`src/hw/rtl/bvm_pkg.sv`:
```
// ----------------------------------------------------------------------------
// bvm_pkg
// Types and constants shared by the battery voltage monitor modules.
// ----------------------------------------------------------------------------
`timescale 1ns / 1ps
`default_nettype none

package bvm_pkg;

  // widths of the item fields
  localparam int READING_W = 16;
  localparam int INTEG_W   = 8;
  localparam int LEVEL_W   = 3;
  localparam int HOLD_W    = 8;
  localparam int CFG_IDX_W = 3;
  localparam int CFG_DAT_W = 16;
  localparam int IN_DATA_W  = 24;
  localparam int OUT_DATA_W = 8;

  // number of entries in the threshold table
  localparam int LIMIT_N = 16;

  // reset value of the level hold counter
  localparam logic [HOLD_W-1:0] LEVEL_HOLD_RESET = 8'd8;

  // level thresholds, unused entries never exceeded
  localparam logic [READING_W-1:0] LEVEL_LIMITS [LIMIT_N] = '{
    16'h1088, 16'h1222, 16'h13BB, 16'h1444, 16'h14A3, 16'h1570, 16'hFFFF, 16'hFFFF,
    16'hFFFF, 16'hFFFF, 16'hFFFF, 16'hFFFF, 16'hFFFF, 16'hFFFF, 16'hFFFF, 16'hFFFF
  };

  // configuration register reset values
  localparam logic [READING_W-1:0] STATE_HIGH_RESET  = 16'd2949;
  localparam logic [READING_W-1:0] STATE_LOW_RESET   = 16'd2785;
  localparam logic [READING_W-1:0] DISCHARGE_RESET   = 16'd2457;
  localparam logic [READING_W-1:0] RECHARGE_RESET    = 16'd2621;
  localparam logic [INTEG_W-1:0]   INTEG_MAX_RESET   = 8'd100;
  localparam logic [INTEG_W-1:0]   INTEG_MIN_RESET   = 8'd10;
  localparam logic [HOLD_W-1:0]    LEVEL_HOLD_CFG_RESET = 8'd8;
  localparam logic [HOLD_W-1:0]    FULL_HOLD_CFG_RESET  = 8'd8;

  // item kinds
  typedef enum logic {
    OP_SAMPLE = 1'b0,
    OP_TICK   = 1'b1
  } op_t;

  // configuration register indexes
  typedef enum logic [CFG_IDX_W-1:0] {
    REG_STATE_HIGH  = 3'd0,
    REG_STATE_LOW   = 3'd1,
    REG_DISCHARGE   = 3'd2,
    REG_RECHARGE    = 3'd3,
    REG_INTEG_MAX   = 3'd4,
    REG_INTEG_MIN   = 3'd5,
    REG_LEVEL_HOLD  = 3'd6,
    REG_FULL_HOLD   = 3'd7
  } cfg_reg_t;

  // configuration set seen by the update logic
  typedef struct packed {
    logic [READING_W-1:0] state_high_level;
    logic [READING_W-1:0] state_low_level;
    logic [READING_W-1:0] discharge_cutoff;
    logic [READING_W-1:0] recharge_release;
    logic [INTEG_W-1:0]   integrator_max;
    logic [INTEG_W-1:0]   integrator_min;
    logic [HOLD_W-1:0]    level_hold_ticks;
    logic [HOLD_W-1:0]    full_hold_ticks;
  } cfg_t;

  // one input word
  typedef struct packed {
    op_t                  op;
    logic [READING_W-1:0] battery_reading;
    logic                 charger_present;
    logic                 charge_ended;
  } item_t;

  // one result word
  typedef struct packed {
    logic               battery_full;
    logic               protected_res;
    logic               recharge_low;
    logic               discharge_low;
    logic               state_high;
    logic [LEVEL_W-1:0] level;
  } result_t;

endpackage

`default_nettype wire

```
`src/hw/rtl/bvm_integ.sv`:
```
// ----------------------------------------------------------------------------
// bvm_integ
// One step of an integrating hysteresis counter with trip and midpoint reload.
// ----------------------------------------------------------------------------
`timescale 1ns / 1ps
`default_nettype none

module bvm_integ (
  input  wire logic                       enable,
  input  wire logic                       rising,
  input  wire logic [bvm_pkg::INTEG_W-1:0] cnt,
  input  wire logic                       flag,
  input  wire logic [bvm_pkg::INTEG_W-1:0] max_val,
  input  wire logic [bvm_pkg::INTEG_W-1:0] min_val,
  output logic      [bvm_pkg::INTEG_W-1:0] cnt_next,
  output logic                            flag_next
);
  import bvm_pkg::*;

  logic [INTEG_W:0]   sum;
  logic [INTEG_W-1:0] mid;

  // midpoint of the trip points
  assign sum = {1'b0, max_val} + {1'b0, min_val};
  assign mid = sum[INTEG_W:1];

  // count towards a trip point, reload on trip
  always_comb begin
    cnt_next  = cnt;
    flag_next = flag;
    if (enable) begin
      if (rising) begin
        if (cnt >= max_val) begin
          cnt_next  = mid;
          flag_next = 1'b1;
        end else begin
          cnt_next = cnt + 8'd1;
        end
      end else begin
        if (cnt <= min_val) begin
          cnt_next  = mid;
          flag_next = 1'b0;
        end else begin
          cnt_next = cnt - 8'd1;
        end
      end
    end
  end

endmodule

`default_nettype wire

```
`src/hw/rtl/bvm_state.sv`:
```
// ----------------------------------------------------------------------------
// bvm_state
// Monitor state registers and their update for one sample or tick word.
// ----------------------------------------------------------------------------
`timescale 1ns / 1ps
`default_nettype none

module bvm_state #(
  parameter int LEVEL_COUNT = 6
) (
  input  wire logic             clk,
  input  wire logic             rst,
  input  wire logic             update,
  input  wire bvm_pkg::item_t   item,
  input  wire bvm_pkg::cfg_t    cfg,
  output bvm_pkg::result_t      res_next
);
  import bvm_pkg::*;

  localparam int LVL_CNT_W = 4;

  logic [INTEG_W-1:0] state_integ, discharge_integ, recharge_integ;
  logic [INTEG_W-1:0] state_integ_next, discharge_integ_next, recharge_integ_next;
  logic               state_flag, discharge_flag, recharge_flag;
  logic               state_flag_next, discharge_flag_next, recharge_flag_next;
  logic               protect_latch, protect_latch_next;
  logic               full_flag, full_flag_next;
  logic [HOLD_W-1:0]  full_countdown, full_countdown_next;
  logic [LEVEL_W-1:0] current_level, current_level_next;
  logic [HOLD_W-1:0]  level_countdown, level_countdown_next;

  logic                 is_sample;
  logic [READING_W-1:0] rd;
  logic                 state_up, state_down;
  logic [LVL_CNT_W-1:0] lv_cnt;
  logic [LEVEL_W-1:0]   lv;

  assign is_sample  = (item.op == OP_SAMPLE);
  assign rd         = item.battery_reading;
  assign state_up   = (rd >= cfg.state_high_level);
  assign state_down = (rd <= cfg.state_low_level);

  // high/low state counter, holds between the two levels
  bvm_integ u_state_integ (
    .enable    (is_sample && (state_up || state_down)),
    .rising    (state_up),
    .cnt       (state_integ),
    .flag      (state_flag),
    .max_val   (cfg.integrator_max),
    .min_val   (cfg.integrator_min),
    .cnt_next  (state_integ_next),
    .flag_next (state_flag_next)
  );

  // discharge cutoff counter
  bvm_integ u_discharge_integ (
    .enable    (is_sample),
    .rising    (rd <= cfg.discharge_cutoff),
    .cnt       (discharge_integ),
    .flag      (discharge_flag),
    .max_val   (cfg.integrator_max),
    .min_val   (cfg.integrator_min),
    .cnt_next  (discharge_integ_next),
    .flag_next (discharge_flag_next)
  );

  // recharge block counter
  bvm_integ u_recharge_integ (
    .enable    (is_sample),
    .rising    (rd <= cfg.recharge_release),
    .cnt       (recharge_integ),
    .flag      (recharge_flag),
    .max_val   (cfg.integrator_max),
    .min_val   (cfg.integrator_min),
    .cnt_next  (recharge_integ_next),
    .flag_next (recharge_flag_next)
  );

  // raw level: leading thresholds exceeded
  always_comb begin
    logic run;
    run    = 1'b1;
    lv_cnt = '0;
    for (int i = 0; i < LIMIT_N - 1; i++) begin
      if (run && (i < LEVEL_COUNT) && (rd > LEVEL_LIMITS[i])) begin
        lv_cnt = lv_cnt + 4'd1;
      end else begin
        run = 1'b0;
      end
    end
  end

  assign lv = lv_cnt[LEVEL_W-1:0];

  // level debounce, full flag and protect latch
  always_comb begin
    current_level_next   = current_level;
    level_countdown_next = level_countdown;
    full_flag_next       = full_flag;
    full_countdown_next  = full_countdown;
    protect_latch_next   = protect_latch;
    if (!is_sample) begin
      if (level_countdown != '0) level_countdown_next = level_countdown - 8'd1;
      if (full_countdown != '0) full_countdown_next = full_countdown - 8'd1;
    end else begin
      if (lv == current_level) begin
        level_countdown_next = cfg.level_hold_ticks;
      end else if (level_countdown == '0) begin
        level_countdown_next = cfg.level_hold_ticks;
        current_level_next   = lv;
      end

      if (item.charger_present) begin
        if (item.charge_ended) begin
          if (full_countdown == '0) full_flag_next = 1'b1;
        end else begin
          full_countdown_next = cfg.full_hold_ticks;
        end
      end else begin
        full_flag_next      = 1'b0;
        full_countdown_next = cfg.full_hold_ticks;
      end

      if (protect_latch) begin
        if (!recharge_flag_next && item.charger_present) protect_latch_next = 1'b0;
      end else if (discharge_flag_next) begin
        protect_latch_next = 1'b1;
      end
    end
  end

  // state registers
  always_ff @(posedge clk) begin
    if (rst) begin
      state_integ     <= '0;
      discharge_integ <= '0;
      recharge_integ  <= '0;
      state_flag      <= 1'b0;
      discharge_flag  <= 1'b0;
      recharge_flag   <= 1'b0;
      protect_latch   <= 1'b0;
      full_flag       <= 1'b0;
      full_countdown  <= '0;
      current_level   <= '0;
      level_countdown <= LEVEL_HOLD_RESET;
    end else if (update) begin
      state_integ     <= state_integ_next;
      discharge_integ <= discharge_integ_next;
      recharge_integ  <= recharge_integ_next;
      state_flag      <= state_flag_next;
      discharge_flag  <= discharge_flag_next;
      recharge_flag   <= recharge_flag_next;
      protect_latch   <= protect_latch_next;
      full_flag       <= full_flag_next;
      full_countdown  <= full_countdown_next;
      current_level   <= current_level_next;
      level_countdown <= level_countdown_next;
    end
  end

  // result reports the state after this word
  always_comb begin
    res_next.level         = current_level_next;
    res_next.state_high    = state_flag_next;
    res_next.discharge_low = discharge_flag_next;
    res_next.recharge_low  = recharge_flag_next;
    res_next.protected_res = protect_latch_next;
    res_next.battery_full  = full_flag_next;
  end

endmodule

`default_nettype wire

```
`src/hw/rtl/battery_voltage_monitor_core.sv`:
```
// ----------------------------------------------------------------------------
// battery_voltage_monitor_core
// Battery monitor: hysteresis flags, debounced level, full and protect status.
// ----------------------------------------------------------------------------
// Takes one word per clock while the result stream is not stalled. A word is
// registered in the input register on acceptance; when the output side is
// free, the monitor state is updated from that register and the result lands
// in the output register at the same edge. Every word, sample or tick, gives
// exactly one result. The state update is combinational from the input
// register; the input register can take one new word while a result waits,
// and the input stalls while both registers are full.
`timescale 1ns / 1ps
`default_nettype none

module battery_voltage_monitor_core #(
  parameter int LEVEL_COUNT = 6
) (
  input  wire logic                            clk,
  input  wire logic                            rst,
  // input stream
  input  wire logic                            s_tvalid,
  output logic                                 s_tready,
  // battery_reading[15:0], charger_present[16], charge_ended[17], zero pad
  input  wire logic [bvm_pkg::IN_DATA_W-1:0]   s_tdata,
  // op[0]: 0 sample, 1 tick
  input  wire logic                            s_tuser,
  // result stream
  output logic                                 m_tvalid,
  input  wire logic                            m_tready,
  // level[2:0], state_high[3], discharge_low[4], recharge_low[5],
  // protected_res[6], battery_full[7]
  output logic      [bvm_pkg::OUT_DATA_W-1:0]  m_tdata,
  // configuration writes
  input  wire logic                            cfg_we,
  input  wire logic [bvm_pkg::CFG_IDX_W-1:0]   cfg_index,
  input  wire logic [bvm_pkg::CFG_DAT_W-1:0]   cfg_wdata
);
  import bvm_pkg::*;

  cfg_t    cfg;
  item_t   in_item;
  logic    in_valid;
  logic    out_free;
  logic    advance;
  result_t res_next;
  result_t out_res;

  // configuration registers
  always_ff @(posedge clk) begin
    if (rst) begin
      cfg.state_high_level <= STATE_HIGH_RESET;
      cfg.state_low_level  <= STATE_LOW_RESET;
      cfg.discharge_cutoff <= DISCHARGE_RESET;
      cfg.recharge_release <= RECHARGE_RESET;
      cfg.integrator_max   <= INTEG_MAX_RESET;
      cfg.integrator_min   <= INTEG_MIN_RESET;
      cfg.level_hold_ticks <= LEVEL_HOLD_CFG_RESET;
      cfg.full_hold_ticks  <= FULL_HOLD_CFG_RESET;
    end else if (cfg_we) begin
      case (cfg_reg_t'(cfg_index))
        REG_STATE_HIGH: cfg.state_high_level <= cfg_wdata;
        REG_STATE_LOW:  cfg.state_low_level  <= cfg_wdata;
        REG_DISCHARGE:  cfg.discharge_cutoff <= cfg_wdata;
        REG_RECHARGE:   cfg.recharge_release <= cfg_wdata;
        REG_INTEG_MAX:  cfg.integrator_max   <= cfg_wdata[INTEG_W-1:0];
        REG_INTEG_MIN:  cfg.integrator_min   <= cfg_wdata[INTEG_W-1:0];
        REG_LEVEL_HOLD: cfg.level_hold_ticks <= cfg_wdata[HOLD_W-1:0];
        REG_FULL_HOLD:  cfg.full_hold_ticks  <= cfg_wdata[HOLD_W-1:0];
        default: ;
      endcase
    end
  end

  // handshake: input stage moves on when the output stage is free
  assign out_free = !m_tvalid || m_tready;
  assign advance  = in_valid && out_free;
  assign s_tready = !in_valid || out_free;

  // input register
  always_ff @(posedge clk) begin
    if (rst) begin
      in_valid <= 1'b0;
    end else if (s_tready) begin
      in_valid <= s_tvalid;
    end
  end

  always_ff @(posedge clk) begin
    if (s_tvalid && s_tready) begin
      in_item.op              <= op_t'(s_tuser);
      in_item.battery_reading <= s_tdata[READING_W-1:0];
      in_item.charger_present <= s_tdata[READING_W];
      in_item.charge_ended    <= s_tdata[READING_W+1];
    end
  end

  // monitor state and its update
  bvm_state #(
    .LEVEL_COUNT (LEVEL_COUNT)
  ) u_state (
    .clk      (clk),
    .rst      (rst),
    .update   (advance),
    .item     (in_item),
    .cfg      (cfg),
    .res_next (res_next)
  );

  // output register
  always_ff @(posedge clk) begin
    if (rst) begin
      m_tvalid <= 1'b0;
    end else if (out_free) begin
      m_tvalid <= in_valid;
    end
  end

  always_ff @(posedge clk) begin
    if (advance) begin
      out_res <= res_next;
    end
  end

  assign m_tdata = out_res;

endmodule

`default_nettype wire
```
`config.mk`:
```
export PLATFORM = sky130hd
export DESIGN_NAME = battery_voltage_monitor_core
export DESIGN_NICKNAME = d
export VERILOG_FILES = /design/src/hw/rtl/bvm_pkg.sv /design/src/hw/rtl/bvm_integ.sv /design/src/hw/rtl/bvm_state.sv /design/src/hw/rtl/battery_voltage_monitor_core.sv
export SDC_FILE = /design/constraint.sdc
export NUM_CORES = 1
export LEC_CHECK = 0
export BUFFER_PORTS_ARGS = -buffer_cell sky130_fd_sc_hd__buf_4
export CAP_MARGIN = 20
export CORE_ASPECT_RATIO = 1.25
export CORE_UTILIZATION = 30
export CTS_BUF_LIST = sky130_fd_sc_hd__clkbuf_4 sky130_fd_sc_hd__clkbuf_8
export DETAILED_ROUTE_END_ITERATION = 7
export PLACE_DENSITY = 0.56
export SKIP_CTS_REPAIR_TIMING = 1
export SKIP_LAST_GASP = 1
export SYNTH_ARGS = -nofsm -noshare
export SYNTH_HDL_FRONTEND = slang
export SYNTH_HIERARCHICAL = 1
export SYNTH_SLANG_ARGS = --single-unit
```
`constraint.sdc`:
```
create_clock -name clk -period 4.78 [get_ports clk]
set_input_delay 0.239 -clock clk [delete_from_list [all_inputs] [get_ports clk]]
set_output_delay 0.239 -clock clk [all_outputs]
set_load 0.05 [all_outputs]
```
==> metrics.csv, run 1 <==
stage,metric,value,unit
outcome,outcome,finished clean,
sta,sum of negative setup slack,0,ps
cells_and_area,final standard cell utilization of the core,34.1,%
worst_setup_path,Critical-path top delay cell,sky130_fd_sc_hd__edfxtp_1,
drt,Antenna Violating Nets Remaining,0,
sta,final count of negative-setup-slack endpoints,0,
logic_synthesis,fraction of the mapped netlist area in compound gates,17.2,%
worst_setup_path,CP Class,flip-flop to flip-flop,
placed_design,hpwl dp,25.6,mm
power,relative contribution of sequential cells to total power,46.4,%
clocking,Max Root-Sink Buffers,2,
logic_synthesis,post-synthesis simple-gate area fraction,19.8,%
worst_setup_path,Worst Path Required,5190,ps
global_routing,total overflow reported by the global router,0,
logic_synthesis,top flip-flop cell by instance count after synthesis,sky130_fd_sc_hd__dfxtp_1,
logic_synthesis,"flops & latches, synth",173,
global_routing,largest net degree at the start of global routing,81,
worst_hold_path,type of the most critical hold path,primary input to flip-flop,
global_routing,number of antenna violations at the first check in global routing,3,
worst_setup_path,Arrival @ worst endpoint,4830,ps
sta,RSZ-0062 raised after global routing,no,
cells_and_area,final cell area excluding filler cells,14400,µm²
logic_synthesis,post-synth design cell area,12800,µm²
placed_design,final weighted congestion in routability-driven placement,0.854,
power,switching share of power,32.9,%
global_routing,wire length of the first global-routing pass,54.9,mm
sta,clock period minus final worst setup slack,4420,ps
clocking,number of clock buffers inserted by TritonCTS,17,
clocking,clock root cell,sky130_fd_sc_hd__clkbuf_8,
worst_setup_path,Worst Setup End Kind,flip-flop,
logic_synthesis,mux cell area share after synthesis,10.4,%
clocking,TritonCTS clock tree,built,
logic_synthesis,share of flip-flops with an asynchronous set or reset,0,%
sta,Least-Margin Pin Slew,1080,ps
clocking,worst-skew pair later-pin latency,500,ps
drt,detailed-routing iteration count for the pre-antenna-repair pass,5,
worst_setup_path,Most common cell on crit path,sky130_fd_sc_hd__ha_1,
worst_setup_path,element type at the critical path start,flip-flop,
sta,highest clock rate,226,MHz
die,Die Span X,187,µm
cells_and_area,Antenna Cells,0,
logic_synthesis,count of different cell masters after synthesis,100,
drt,count of routing violations after the opening detailed-route iteration,633,
clocking,number of clock sinks,173,
sta,tightest slew margin relative to the limit,27.7,%
power,Static Leak,0.00638,µW
power,Clk network pwr share,30.6,%
worst_setup_path,"Critical Path, Cell by Cell",and4b_1 -> nand3_1 -> a41oi_1 -> o21ai_0 -> ha_1 -> inv_1 -> a21boi_0 -> ha_1 -> mux2_2 -> ha_1 -> xor2_1 -> nor3b_1 -> a2bb2oi_1 -> o211ai_1 -> or3_4 -> a2111oi_2,
power,total design power,3450,µW
die,initial cell density of the core,30.5,%
run,Max-cap violations,0,
power,power density over the cells,240,nW/µm²
power,Int Pwr,2310,µW
clocking,Clock H-tree levels,4,
die,die footprint,43600,µm²
logic_synthesis,portion of the post-synthesis area used by sequential elements,29.1,%
sta,"Slew Viols, Final",0,
sta,Post-Route Skew,17.3,ps
placed_design,total placed cells including tap cells,2045,
die,height of the die,233,µm
placed_design,Port-buffer cells,52,
logic_synthesis,number of synthesized flops with an enable pin,27,
logic_synthesis,number of cells produced by synthesis,1476,
power,power spent charging and discharging nets,1130,µW
drt,routed via count,10600,
cells_and_area,most used cells in the layout excluding fill and tap cells,"146 x sky130_fd_sc_hd__dfxtp_1, 145 x sky130_fd_sc_hd__ha_1, 144 x sky130_fd_sc_hd__nor2_1",
logic_synthesis,Synth Warn #,6,
sta,endpoints failing hold,0,
logic_synthesis,adder-cell share of the synthesized area,14.6,%
drt,ratio of routed vias to standard cells,5.07,
sta,"Period Utilization, post-route",92.4,%
drt,final wirelength,34.5,mm
die,row count,84,
cells_and_area,Area growth syn-to-layout,12.1,%
drt,DRC violation count after routing,0,
logic_synthesis,total nets after synthesis,1673,
worst_setup_path,maximum fanout encountered on the critical timing path,10,
power,worst vdd rail ir drop,0.000213,V
global_routing,Tot GR Track Use,15.9,%
clocking,clock slew at reported path FFs,100,ps
placed_design,cell area after placement,13800,µm²
cells_and_area,"most common cell after layout, fill and taps aside",sky130_fd_sc_hd__dfxtp_1,
die,ports placed on the boundary,59,
die,placeable core region,42100,µm²
cells_and_area,Final nets,1724,
logic_synthesis,average instance area after synthesis,8.70,µm²
cells_and_area,Layout Cells excl Fill,2099,
global_routing,number of global-route vias before repair,10200,
logic_synthesis,combinational family with the most area after synthesis,simple AND/OR/NAND/NOR gates,
cells_and_area,fraction of layout cells with a size suffix above 1,10.6,%
drt,Routed wire per std cell,16.4,µm
power,part of the total power dissipated in combinational logic,23.0,%
logic_synthesis,xor/xnor cell area share of the yosys netlist,2.39,%
worst_setup_path,longest individual stage delay on the worst path,620,ps
[metrics by stage]
step	hold slack [ps]	setup slack (ps)
2_1_floorplan	338	656
3_3_place_gp	418	336
3_5_place_dp	418	312
4_1_cts	-130	258
5_1_grt	4.53	14.6
6_report	2.13	362
[registers in the layout, summed over array words and instances, names as in the netlist]
register                 cells
in_item                     19
u_state/full_flag            1
u_state/state_integ          8
u_state/level_countdown      8
u_state/recharge_integ       8
u_state/discharge_flag       1
in_valid                     1
u_state/full_countdown       8
m_tvalid                     1
u_state/protect_latch        1
u_state/recharge_flag        1
u_state/state_flag           1
m_tdata                      8
u_state/current_level        3
cfg                         96
u_state/discharge_integ      8
[final timing paths]
check                     from                         end  slack, ps  cells past startpoint
hold reg to reg       in_valid                    m_tvalid        470                      2
setup / recovery    in_item[7]  u_state/level_countdown[1]        360                     16
setup reg to reg    in_item[7]  u_state/level_countdown[1]        360                     16
hold / removal    cfg_wdata[1]                     cfg[17]          2                      3
[power groups by stage]
stage | sequential [µW] | clock, µW | combinational [µW]
global route | 1610 | 1150 | 880
global placement | 1630 | 0 | 759
CTS | 1600 | 1080 | 777
detailed placement | 1630 | 0 | 773
finish | 1600 | 1050 | 794
floorplan | 1620 | 0 | 572
[cell usage after synthesis (all sizes together), types with 4 or more instances]
| cell | n | area (µm²) |
|---|---|---|
| o221ai | 4 | 35.0 |
| nor4 | 5 | 46.3 |
| o211a | 6 | 60.1 |
| and3 | 7 | 43.8 |
| mux2i | 131 | 1310 |
| or2 | 6 | 37.5 |
| nand3b | 5 | 37.5 |
| nor3 | 24 | 156 |
| nor2b | 10 | 62.6 |
| nand2 | 76 | 293 |
| o21a | 20 | 158 |
| edfxtp | 27 | 811 |
| o21ai | 42 | 214 |
| dfxtp | 146 | 2920 |
| a31oi | 15 | 93.8 |
| a21boi | 4 | 30.0 |
| nor2 | 145 | 552 |
| o22ai | 14 | 87.6 |
| o2bb2ai | 5 | 50.0 |
| o21bai | 5 | 56.3 |
| a311oi | 7 | 73.8 |
| or3 | 7 | 48.8 |
| xor2 | 8 | 70.1 |
| nand4b | 5 | 43.8 |
| a211oi | 13 | 103 |
| and2 | 13 | 88.8 |
| ha | 145 | 1810 |
| o41ai | 5 | 43.8 |
| xnor2 | 27 | 236 |
| a21oi | 75 | 439 |
| nand2b | 96 | 601 |
| a41o | 5 | 51.3 |
| nand3 | 42 | 210 |
| a32oi | 6 | 52.6 |
| a21o | 26 | 195 |
| nand4 | 27 | 169 |
| o211ai | 14 | 110 |
| inv | 136 | 510 |
| buf | 26 | 179 |
| clkbuf | 37 | 140 |
[worst max-delay path: cells and delay by family (launching register included)]
kind,cells,cell delay (ps)
AO/OA/AOI/OAI,6,1330
AND/OR/NAND/NOR,4,980
adder cells (fa/ha/maj),3,910
flip-flops,1,620
multiplexers,1,280
XOR/XNOR,1,150
buffers and inverters,1,50
[final cells by class]
cell class	count	area, µm²
Clock buffer	19	249
Clock inverter	13	134
Fill cell	4333	27800
Inverter	138	518
Multi-Input combinational cell	1102	8290
Sequential cell	173	3730
Tap cell	559	699
Timing Repair Buffer	95	763
[cell families after synthesis]
group           Yosys count
compound gates          302
mux                     133
simple gates            484
xor+xnor                 35
flops                   173
fa+ha+maj               148
buf+inv                 201
[per-layer routing]
layer	track usage, %	part of all wire, %	vias up
met5	0	0.12	-
met4	5.74	2.2	6
met3	2.37	3.1	42
met2	28.0	50	164
met1	19.6	45	5056
li1	-	-	5366
Power figures use the tool's default switching activity.
==> inputs of run 2 (changes only) <==
--- a/config.mk
+++ b/config.mk
@@ -7,7 +7,7 @@
 export LEC_CHECK = 0
 export BUFFER_PORTS_ARGS = -buffer_cell sky130_fd_sc_hd__buf_4
 export CAP_MARGIN = 20
-export CORE_ASPECT_RATIO = 1.25
+export CORE_ASPECT_RATIO = 0.9
 export CORE_UTILIZATION = 30
 export CTS_BUF_LIST = sky130_fd_sc_hd__clkbuf_4 sky130_fd_sc_hd__clkbuf_8
 export DETAILED_ROUTE_END_ITERATION = 7
==> metrics.csv, run 2 (synthesis gave the netlist of run 1 again) <==
stage,metric,value,unit,change
outcome,outcome,finished clean,,
cells_and_area,Area growth syn-to-layout,12.4,%,
clocking,worst-skew pair later-pin latency,510,ps,about the same
sta,"Period Utilization, post-route",93.7,%,+1.3 points
die,placeable core region,42000,µm²,-0.30%
sta,PnR worst setup slack,300,ps,-62.6 ps
cells_and_area,number of flip-flops under the largest register name,96,,unchanged
power,Static Leak,0.00640,µW,+0.42%
cells_and_area,fraction of layout cells with a size suffix above 1,10.8,%,+0.25 points
sta,clock period minus final worst setup slack,4480,ps,+62.6 ps
clocking,TritonCTS clock tree,built,,
die,height of the die,198,µm,-15%
drt,routed via count,10600,,+0.038%
worst_hold_path,type of the most critical hold path,primary input to flip-flop,,
worst_setup_path,depth of the most critical reg-to-reg path,18,,+2
die,Die Span X,220,µm,+18%
drt,DRC violation count after routing,0,,unchanged
die,die footprint,43600,µm²,about the same
cells_and_area,Fill cells,4358,,+0.58%
worst_setup_path,maximum fanout encountered on the critical timing path,6,,-4
die,row count,71,,-15%
worst_setup_path,depth of the critical timing path with buffers and inverters included,18,,+2
cells_and_area,most used cells in the layout excluding fill and tap cells,"146 x sky130_fd_sc_hd__dfxtp_1, 145 x sky130_fd_sc_hd__ha_1, 144 x sky130_fd_sc_hd__nor2_1",,
power,worst vdd rail ir drop,0.000173,V,-19%
power,power density over the cells,239,nW/µm²,-0.38%
sta,sum of negative setup slack,0,ps,unchanged
placed_design,worst slack after detailed placement,149,ps,-163 ps
sta,highest clock rate,223,MHz,-1.4%
placed_design,Port-buffer cells,52,,unchanged
worst_setup_path,Worst Path Required,5200,ps,about the same
clocking,number of clock buffers inserted by TritonCTS,17,,unchanged
drt,Routed wire per std cell,16.4,µm,-0.44%
worst_setup_path,Critical-path top delay cell,sky130_fd_sc_hd__edfxtp_1,,
worst_setup_path,Arrival @ worst endpoint,4900,ps,+70 ps
clocking,clock slew at reported path FFs,100,ps,about the same
worst_setup_path,worst r2r dst,u_state/level_countdown[4],,
worst_setup_path,capture point of the worst path,u_state/level_countdown[4],,
drt,ratio of routed vias to standard cells,5.09,,+0.52%
cells_and_area,"most common cell after layout, fill and taps aside",sky130_fd_sc_hd__dfxtp_1,,
worst_setup_path,slack of the worst reg-to-reg path,300,ps,-60 ps
placed_design,hpwl dp,25.4,mm,-0.76%
worst_setup_path,"Critical Path, Cell by Cell",o31a_1 -> o41ai_1 -> a31oi_1 -> o21ai_0 -> nand2_1 -> ha_1 -> inv_1 -> a21boi_1 -> ha_1 -> mux2_2 -> ha_1 -> xor2_1 -> nor3b_1 -> a2bb2oi_1 -> o211ai_1 -> o211ai_1 -> nand4_1 -> o22ai_1,,
clocking,number of clock sinks,173,,unchanged
run,Max-cap violations,0,,unchanged
sta,tightest slew margin relative to the limit,30.8,%,+3.1 points
clocking,Clock H-tree levels,4,,unchanged
clocking,Max Root-Sink Buffers,2,,unchanged
cells_and_area,largest registers,"cfg (96), in_item (19)",,
worst_setup_path,element type at the critical path start,flip-flop,,
worst_setup_path,"Largest delay share family, worst path",compound AO/OA/AOI/OAI gates,,
sta,Post-Route Skew,23.0,ps,+5.71 ps
sta,final count of negative-setup-slack endpoints,0,,unchanged
cells_and_area,Antenna Cells,0,,unchanged
sta,Least-Margin Pin Slew,1040,ps,-40.9 ps
cells_and_area,Final nets,1726,,+0.12%
global_routing,Tot GR Track Use,16.0,%,+0.084 points
global_routing,wire length of the first global-routing pass,54.8,mm,about the same
clocking,clock root cell,sky130_fd_sc_hd__clkbuf_8,,
worst_setup_path,Most common cell on crit path,sky130_fd_sc_hd__ha_1,,
worst_setup_path,CP Class,flip-flop to flip-flop,,
worst_setup_path,Worst R2R Start,in_item[4],,
die,initial cell density of the core,30.5,%,+0.092 points
worst_setup_path,"Buf+Inv Stages, Crit Path",1,,unchanged
worst_setup_path,longest individual stage delay on the worst path,520,ps,-100 ps
global_routing,total overflow reported by the global router,0,,unchanged
die,ports placed on the boundary,59,,unchanged
drt,count of routing violations after the opening detailed-route iteration,580,,-8.4%
worst_setup_path,worst setup path startpoint,in_item[4],,
sta,"Slew Viols, Final",0,,unchanged
drt,Antenna Violating Nets Remaining,0,,unchanged
cells_and_area,register with the highest flop count,cfg,,
worst_setup_path,Worst Setup End Kind,flip-flop,,
global_routing,number of global-route vias before repair,10100,,-1.0%
global_routing,largest net degree at the start of global routing,97,,+20%
drt,final wirelength,34.2,mm,-0.92%
global_routing,number of antenna violations at the first check in global routing,0,,-3
placed_design,final weighted congestion in routability-driven placement,0.833,,-2.5%
sta,RSZ-0062 raised after global routing,no,,
drt,detailed-routing iteration count for the pre-antenna-repair pass,5,,unchanged
sta,endpoints failing hold,0,,unchanged
power,total design power,3440,µW,-0.13%
## run 2: cell types whose count changed in the layout (fill, tap and decap cells not counted), moves of 2 or more
| cell | change |
|---|---|
| sky130_fd_sc_hd__inv_8 | +3 |
| sky130_fd_sc_hd__clkinv_1 | -2 |
| sky130_fd_sc_hd__clkbuf_4 | -2 |
| sky130_fd_sc_hd__buf_12 | +2 |
| sky130_fd_sc_hd__clkinv_4 | +2 |
## run 2: worst min-delay path by stage
| stage | slack [ps] | to | startpoint | cells after the start |
|---|---|---|---|---|
| 3_3_place_gp | 420 | in_item[18] | s_tuser | 1 |
| 5_1_grt | 20 | m_tvalid | m_tready | 3 |
| 4_1_cts | -140 | in_item[13] | s_tdata[11] | 1 |
| 6_report | 20 | m_tvalid | m_tready | 3 |
| 3_5_place_dp | 420 | in_item[18] | s_tuser | 1 |
| 2_1_floorplan | 340 | in_item[0] | s_tdata[17] | 0 |
## run 2: routing by layer
| metal | up-vias | part of all wire [%] | global-route usage, % |
|---|---|---|---|
| met4 | 0 | 1.4 | 3.63 |
| met1 | 5050 | 50 | 22.6 |
| met5 | - | 0 | 0 |
| met3 | 34 | 3.9 | 3.12 |
| met2 | 179 | 45 | 24.8 |
| li1 | 5375 | - | - |
## run 2: where the power goes
| part | switching, µW | internal [µW] | total [µW] |
|---|---|---|---|
| registers | 66.2 | 1530 | 1600 |
| clock network | 651 | 391 | 1040 |
| logic | 456 | 349 | 805 |
| total | 1170 | 2270 | 3440 |
## run 2: worst register-to-register path, stage by stage, from the launching register on
cell                        delay, ps
sky130_fd_sc_hd__edfxtp_1         520
sky130_fd_sc_hd__o31a_1           280
sky130_fd_sc_hd__o41ai_1          300
sky130_fd_sc_hd__a31oi_1          130
sky130_fd_sc_hd__o21ai_0          130
sky130_fd_sc_hd__nand2_1          100
sky130_fd_sc_hd__ha_1             290
sky130_fd_sc_hd__inv_1             50
sky130_fd_sc_hd__a21boi_1         180
sky130_fd_sc_hd__ha_1             290
sky130_fd_sc_hd__mux2_2           290
sky130_fd_sc_hd__ha_1             300
sky130_fd_sc_hd__xor2_1           150
sky130_fd_sc_hd__nor3b_1          220
sky130_fd_sc_hd__a2bb2oi_1        180
sky130_fd_sc_hd__o211ai_1         200
sky130_fd_sc_hd__o211ai_1         310
sky130_fd_sc_hd__nand4_1          240
sky130_fd_sc_hd__o22ai_1          240
## run 2: cell type report
type	instances	area, µm²	area share, %
timing repair buffer	97	811	5.62
tap	547	684	4.74
sequential	173	3730	25.9
clock inverter	15	149	1.03
inverter	138	518	3.59
multi-input combinational	1102	8300	57.5
clock buffer	17	234	1.62
## run 2: through the flow
step / utilization (%) / cell area, µm² / hold slack, ps / std cells
global route: 34.3 / 14400 / 22.3 / 2089
detailed placement: 32.8 / 13800 / 419 / 2032
finish: 34.3 / 14400 / 16.3 / 2089
floorplan: - / 12800 / 338 / 1476
global placement: 32.8 / 13800 / 418 / 2031
CTS: 33.7 / 14200 / -136 / 2064
==> inputs of run 3 (changes only) <==
--- a/config.mk
+++ b/config.mk
@@ -5,6 +5,7 @@
 export SDC_FILE = /design/constraint.sdc
 export NUM_CORES = 1
 export LEC_CHECK = 0
+export ABC_AREA = 1
 export BUFFER_PORTS_ARGS = -buffer_cell sky130_fd_sc_hd__buf_4
 export CAP_MARGIN = 20
 export CORE_ASPECT_RATIO = 0.9
==> metrics.csv, run 3 <==
stage,metric,value,unit,change
power,relative contribution of sequential cells to total power,44.5,%,-1.9 points
logic_synthesis,average instance area after synthesis,6.62,µm²,-24%
worst_setup_path,Worst Path Required,5200,ps,about the same
cells_and_area,Fill cells,4859,,+11%
global_routing,wire length of the first global-routing pass,61.8,mm,+13%
logic_synthesis,most instantiated cells after synthesis,"531 x sky130_fd_sc_hd__nand2_1, 293 x sky130_fd_sc_hd__nor2_1, 267 x sky130_fd_sc_hd__inv_1",,
cells_and_area,"most common cell after layout, fill and taps aside",sky130_fd_sc_hd__nand2_1,,
power,power spent charging and discharging nets,1370,µW,+17%
placed_design,hpwl dp,27.9,mm,+9.7%
cells_and_area,number of flip-flops under the largest register name,96,,unchanged
sta,endpoints failing hold,0,,unchanged
cells_and_area,largest registers,"cfg (96), in_item (19)",,
logic_synthesis,post-synthesis cell type with the largest combined area,sky130_fd_sc_hd__dfxtp_1,,
worst_setup_path,Arrival @ worst endpoint,4390,ps,-510 ps
power,power density over the cells,248,nW/µm²,+4.0%
logic_synthesis,most repeated cell in the gate-level netlist after synthesis,sky130_fd_sc_hd__nand2_1,,
worst_setup_path,CP Class,flip-flop to flip-flop,,
logic_synthesis,total nets after synthesis,2248,,+34%
clocking,number of clock sinks,173,,unchanged
worst_setup_path,"Buf+Inv Stages, Crit Path",4,,+3
sta,final count of negative-setup-slack endpoints,0,,unchanged
power,part of the total power dissipated in combinational logic,28.2,%,+4.8 points
worst_hold_path,type of the most critical hold path,primary input to flip-flop,,
global_routing,Tot GR Track Use,16.8,%,+0.83 points
power,Static Leak,0.00745,µW,+16%
logic_synthesis,share of flip-flops with an asynchronous set or reset,0,%,unchanged
worst_setup_path,Worst Setup End Kind,flip-flop,,
logic_synthesis,top flip-flop cell by instance count after synthesis,sky130_fd_sc_hd__dfxtp_1,,
drt,ratio of routed vias to standard cells,4.73,,-7.2%
sta,highest clock rate,252,MHz,+13%
cells_and_area,Antenna Cells,0,,unchanged
worst_setup_path,maximum fanout encountered on the critical timing path,12,,+6
global_routing,largest net degree at the start of global routing,97,,unchanged
logic_synthesis,number of cells produced by synthesis,2051,,+39%
logic_synthesis,count of different cell masters after synthesis,56,,-44%
run,Max-cap violations,0,,unchanged
die,initial cell density of the core,30.6,%,+0.040 points
die,height of the die,204,µm,+2.8%
cells_and_area,fraction of layout cells with a size suffix above 1,8.99,%,-1.8 points
outcome,outcome,finished clean,,
logic_synthesis,number of synthesized flops with an enable pin,27,,unchanged
cells_and_area,most used cells in the layout excluding fill and tap cells,"531 x sky130_fd_sc_hd__nand2_1, 293 x sky130_fd_sc_hd__nor2_1, 267 x sky130_fd_sc_hd__inv_1",,
clocking,clock root cell,sky130_fd_sc_hd__clkbuf_8,,
worst_setup_path,Most common cell on crit path,sky130_fd_sc_hd__nand2_1,,
clocking,Clock H-tree levels,4,,unchanged
worst_setup_path,Critical-path top delay cell,sky130_fd_sc_hd__edfxtp_1,,
placed_design,Port-buffer cells,52,,unchanged
clocking,Max Root-Sink Buffers,2,,unchanged
die,Die Span X,226,µm,+2.8%
power,Clk network pwr share,27.3,%,-2.9 points
clocking,worst-skew pair later-pin latency,490,ps,-20 ps
drt,detailed-routing iteration count for the pre-antenna-repair pass,6,,+1
logic_synthesis,post-synth design cell area,13600,µm²,+5.8%
cells_and_area,register with the highest flop count,cfg,,
sta,final hold slack,3.03,ps,-13.2 ps
drt,routed via count,12800,,+21%
drt,final wirelength,38.1,mm,+11%
sta,tightest slew margin relative to the limit,32.0,%,+1.2 points
worst_setup_path,element type at the critical path start,flip-flop,,
clocking,number of clock buffers inserted by TritonCTS,17,,unchanged
drt,count of routing violations after the opening detailed-route iteration,1001,,+73%
logic_synthesis,top-area cell type share of the netlist area,21.5,%,-1.2 points
logic_synthesis,biggest area contributors in the synthesized netlist,"sky130_fd_sc_hd__dfxtp_1 22%, sky130_fd_sc_hd__nand2_1 15%, sky130_fd_sc_hd__ha_1 13%, sky130_fd_sc_hd__nor2_1 8.1%, sky130_fd_sc_hd__inv_1 7.4%",,
drt,DRC violation count after routing,0,,unchanged
logic_synthesis,portion of the post-synthesis area used by sequential elements,27.5,%,-1.6 points
sta,Least-Margin Pin Slew,1020,ps,-19.3 ps
drt,Antenna Violating Nets Remaining,0,,unchanged
drt,Routed wire per std cell,14.0,µm,-14%
logic_synthesis,"flops & latches, synth",173,,unchanged
clocking,TritonCTS clock tree,built,,
cells_and_area,Area growth syn-to-layout,11.1,%,
logic_synthesis,Synth Warn #,6,,unchanged
cells_and_area,Storage cell area,3730,µm²,unchanged
global_routing,number of antenna violations at the first check in global routing,0,,unchanged
global_routing,total overflow reported by the global router,0,,unchanged
die,die footprint,46100,µm²,+5.7%
cells_and_area,Final nets,2297,,+33%
clocking,clock slew at reported path FFs,90,ps,about the same
die,ports placed on the boundary,59,,unchanged
sta,clock period minus final worst setup slack,3970,ps,-514 ps
global_routing,number of global-route vias before repair,11900,,+18%
sta,"Period Utilization, post-route",83.0,%,-11 points
placed_design,final weighted congestion in routability-driven placement,0.881,,+5.8%
sta,sum of negative setup slack,0,ps,unchanged
sta,Post-Route Skew,17.8,ps,-5.21 ps
worst_setup_path,longest individual stage delay on the worst path,690,ps,+170 ps
power,worst vdd rail ir drop,0.000156,V,-9.5%
sta,RSZ-0062 raised after global routing,no,,
worst_setup_path,"Largest delay share family, worst path",simple AND/OR/NAND/NOR gates,,
cells_and_area,multi-input combinational cell area,8360,µm²,+0.81%
power,Int Pwr,2370,µW,+4.6%
cells_and_area,final cell area excluding filler cells,15100,µm²,+4.6%
die,placeable core region,44400,µm²,+5.6%
placed_design,cell area after placement,14500,µm²,+4.8%
sta,"Slew Viols, Final",0,,unchanged
power,switching share of power,36.6,%,+2.5 points
die,row count,73,,+2.8%
## run 3: changes by cell type after synthesis, moves of 24 or more
cell | previous run | this run
sky130_fd_sc_hd__a21o_1 | 26 | 2
sky130_fd_sc_hd__inv_1 | 136 | 267
sky130_fd_sc_hd__mux2i_1 | 131 | 3
sky130_fd_sc_hd__nand2_1 | 73 | 531
sky130_fd_sc_hd__nand2b_1 | 96 | 0
sky130_fd_sc_hd__nand3_1 | 42 | 191
sky130_fd_sc_hd__nand4_1 | 27 | 52
sky130_fd_sc_hd__nor2_1 | 144 | 293
## run 3: routing by layer
metal	wire length (µm)	share of wire [%]	global-route usage, %	vias up
li1	-	-	-	6684
met1	19200	50	23.6	5903
met2	17100	45	27.2	214
met3	1410	3.7	2.37	21
met4	362	0.95	3.40	0
met5	0	0	0	-
## run 3: layout make-up
type                            instances  share of cell area [%]
Timing Repair Buffer                   89                    4.89
Clock buffer                           19                    1.65
Clock inverter                         13                   0.771
Inverter                              296                    7.55
Tap cell                              600                    4.97
Multi-Input combinational cell       1523                    55.4
Sequential cell                       173                    24.7
## run 3: cells by family (layout without fill, tap and decap cells)
kind of cell | count (synthesis) | after routing | share of synthesized area (%)
flops | 173 | 173 | 27.5
mux | 3 | 3 | 0.221
compound gates | 182 | 182 | 7.68
simple gates | 1157 | 1157 | 37.7
xor+xnor | 33 | 33 | 2.13
fa+ha+maj | 148 | 148 | 13.8
buf+inv | 355 | 417 | 11.0
## run 3: final timing paths
path / from / depth (start not counted) / end / slack [ps]
setup reg to reg: in_item[14] / 26 / u_state/level_countdown[2] / 810
setup / recovery: in_item[14] / 26 / u_state/level_countdown[2] / 810
hold / removal: cfg_wdata[8] / 3 / cfg[88] / 3
hold reg to reg: cfg[43] / 2 / cfg[43] / 470
## run 3: worst reg2reg max path, stage by stage, from the launching register on
cell                       delay (ps)
sky130_fd_sc_hd__edfxtp_1         690
sky130_fd_sc_hd__inv_2             60
sky130_fd_sc_hd__nor2_2           110
sky130_fd_sc_hd__nand2_1           90
sky130_fd_sc_hd__nor2_1           110
sky130_fd_sc_hd__nand2_1           60
sky130_fd_sc_hd__nand2_1           70
sky130_fd_sc_hd__nand2_1           90
sky130_fd_sc_hd__nand2_1           80
sky130_fd_sc_hd__nand2_1           60
sky130_fd_sc_hd__ha_1             270
sky130_fd_sc_hd__inv_1             50
sky130_fd_sc_hd__nand3_1          100
sky130_fd_sc_hd__nand2_1           80
sky130_fd_sc_hd__inv_1             40
sky130_fd_sc_hd__ha_1             260
sky130_fd_sc_hd__nand2_1          110
sky130_fd_sc_hd__nand2_1           70
sky130_fd_sc_hd__ha_1             260
sky130_fd_sc_hd__or2_1            250
sky130_fd_sc_hd__nand3_1           90
sky130_fd_sc_hd__nand4_1          190
sky130_fd_sc_hd__nand3_2          190
sky130_fd_sc_hd__nand3_2          240
sky130_fd_sc_hd__nand2_1          150
sky130_fd_sc_hd__inv_1             50
sky130_fd_sc_hd__nor2_1           100
## run 3: per-stage QoR
step / util [%] / instances / total power, µW / worst slack, ps
2_1_floorplan: - / 2051 / 2460 / 1490
3_3_place_gp: 32.6 / 2655 / 2710 / 906
3_5_place_dp: 32.6 / 2655 / 2730 / 833
4_1_cts: 33.4 / 2687 / 3750 / 799
5_1_grt: 34.0 / 2713 / 4000 / 396
6_report: 34.0 / 2713 / 3740 / 813
## run 3: power groups by stage
stage | Combinational (µW) | Clock [µW] | Sequential [µW]
2_1_floorplan | 798 | 0 | 1660
3_3_place_gp | 1010 | 0 | 1700
3_5_place_dp | 1030 | 0 | 1700
4_1_cts | 1030 | 1050 | 1670
5_1_grt | 1210 | 1110 | 1680
6_report | 1050 | 1020 | 1670
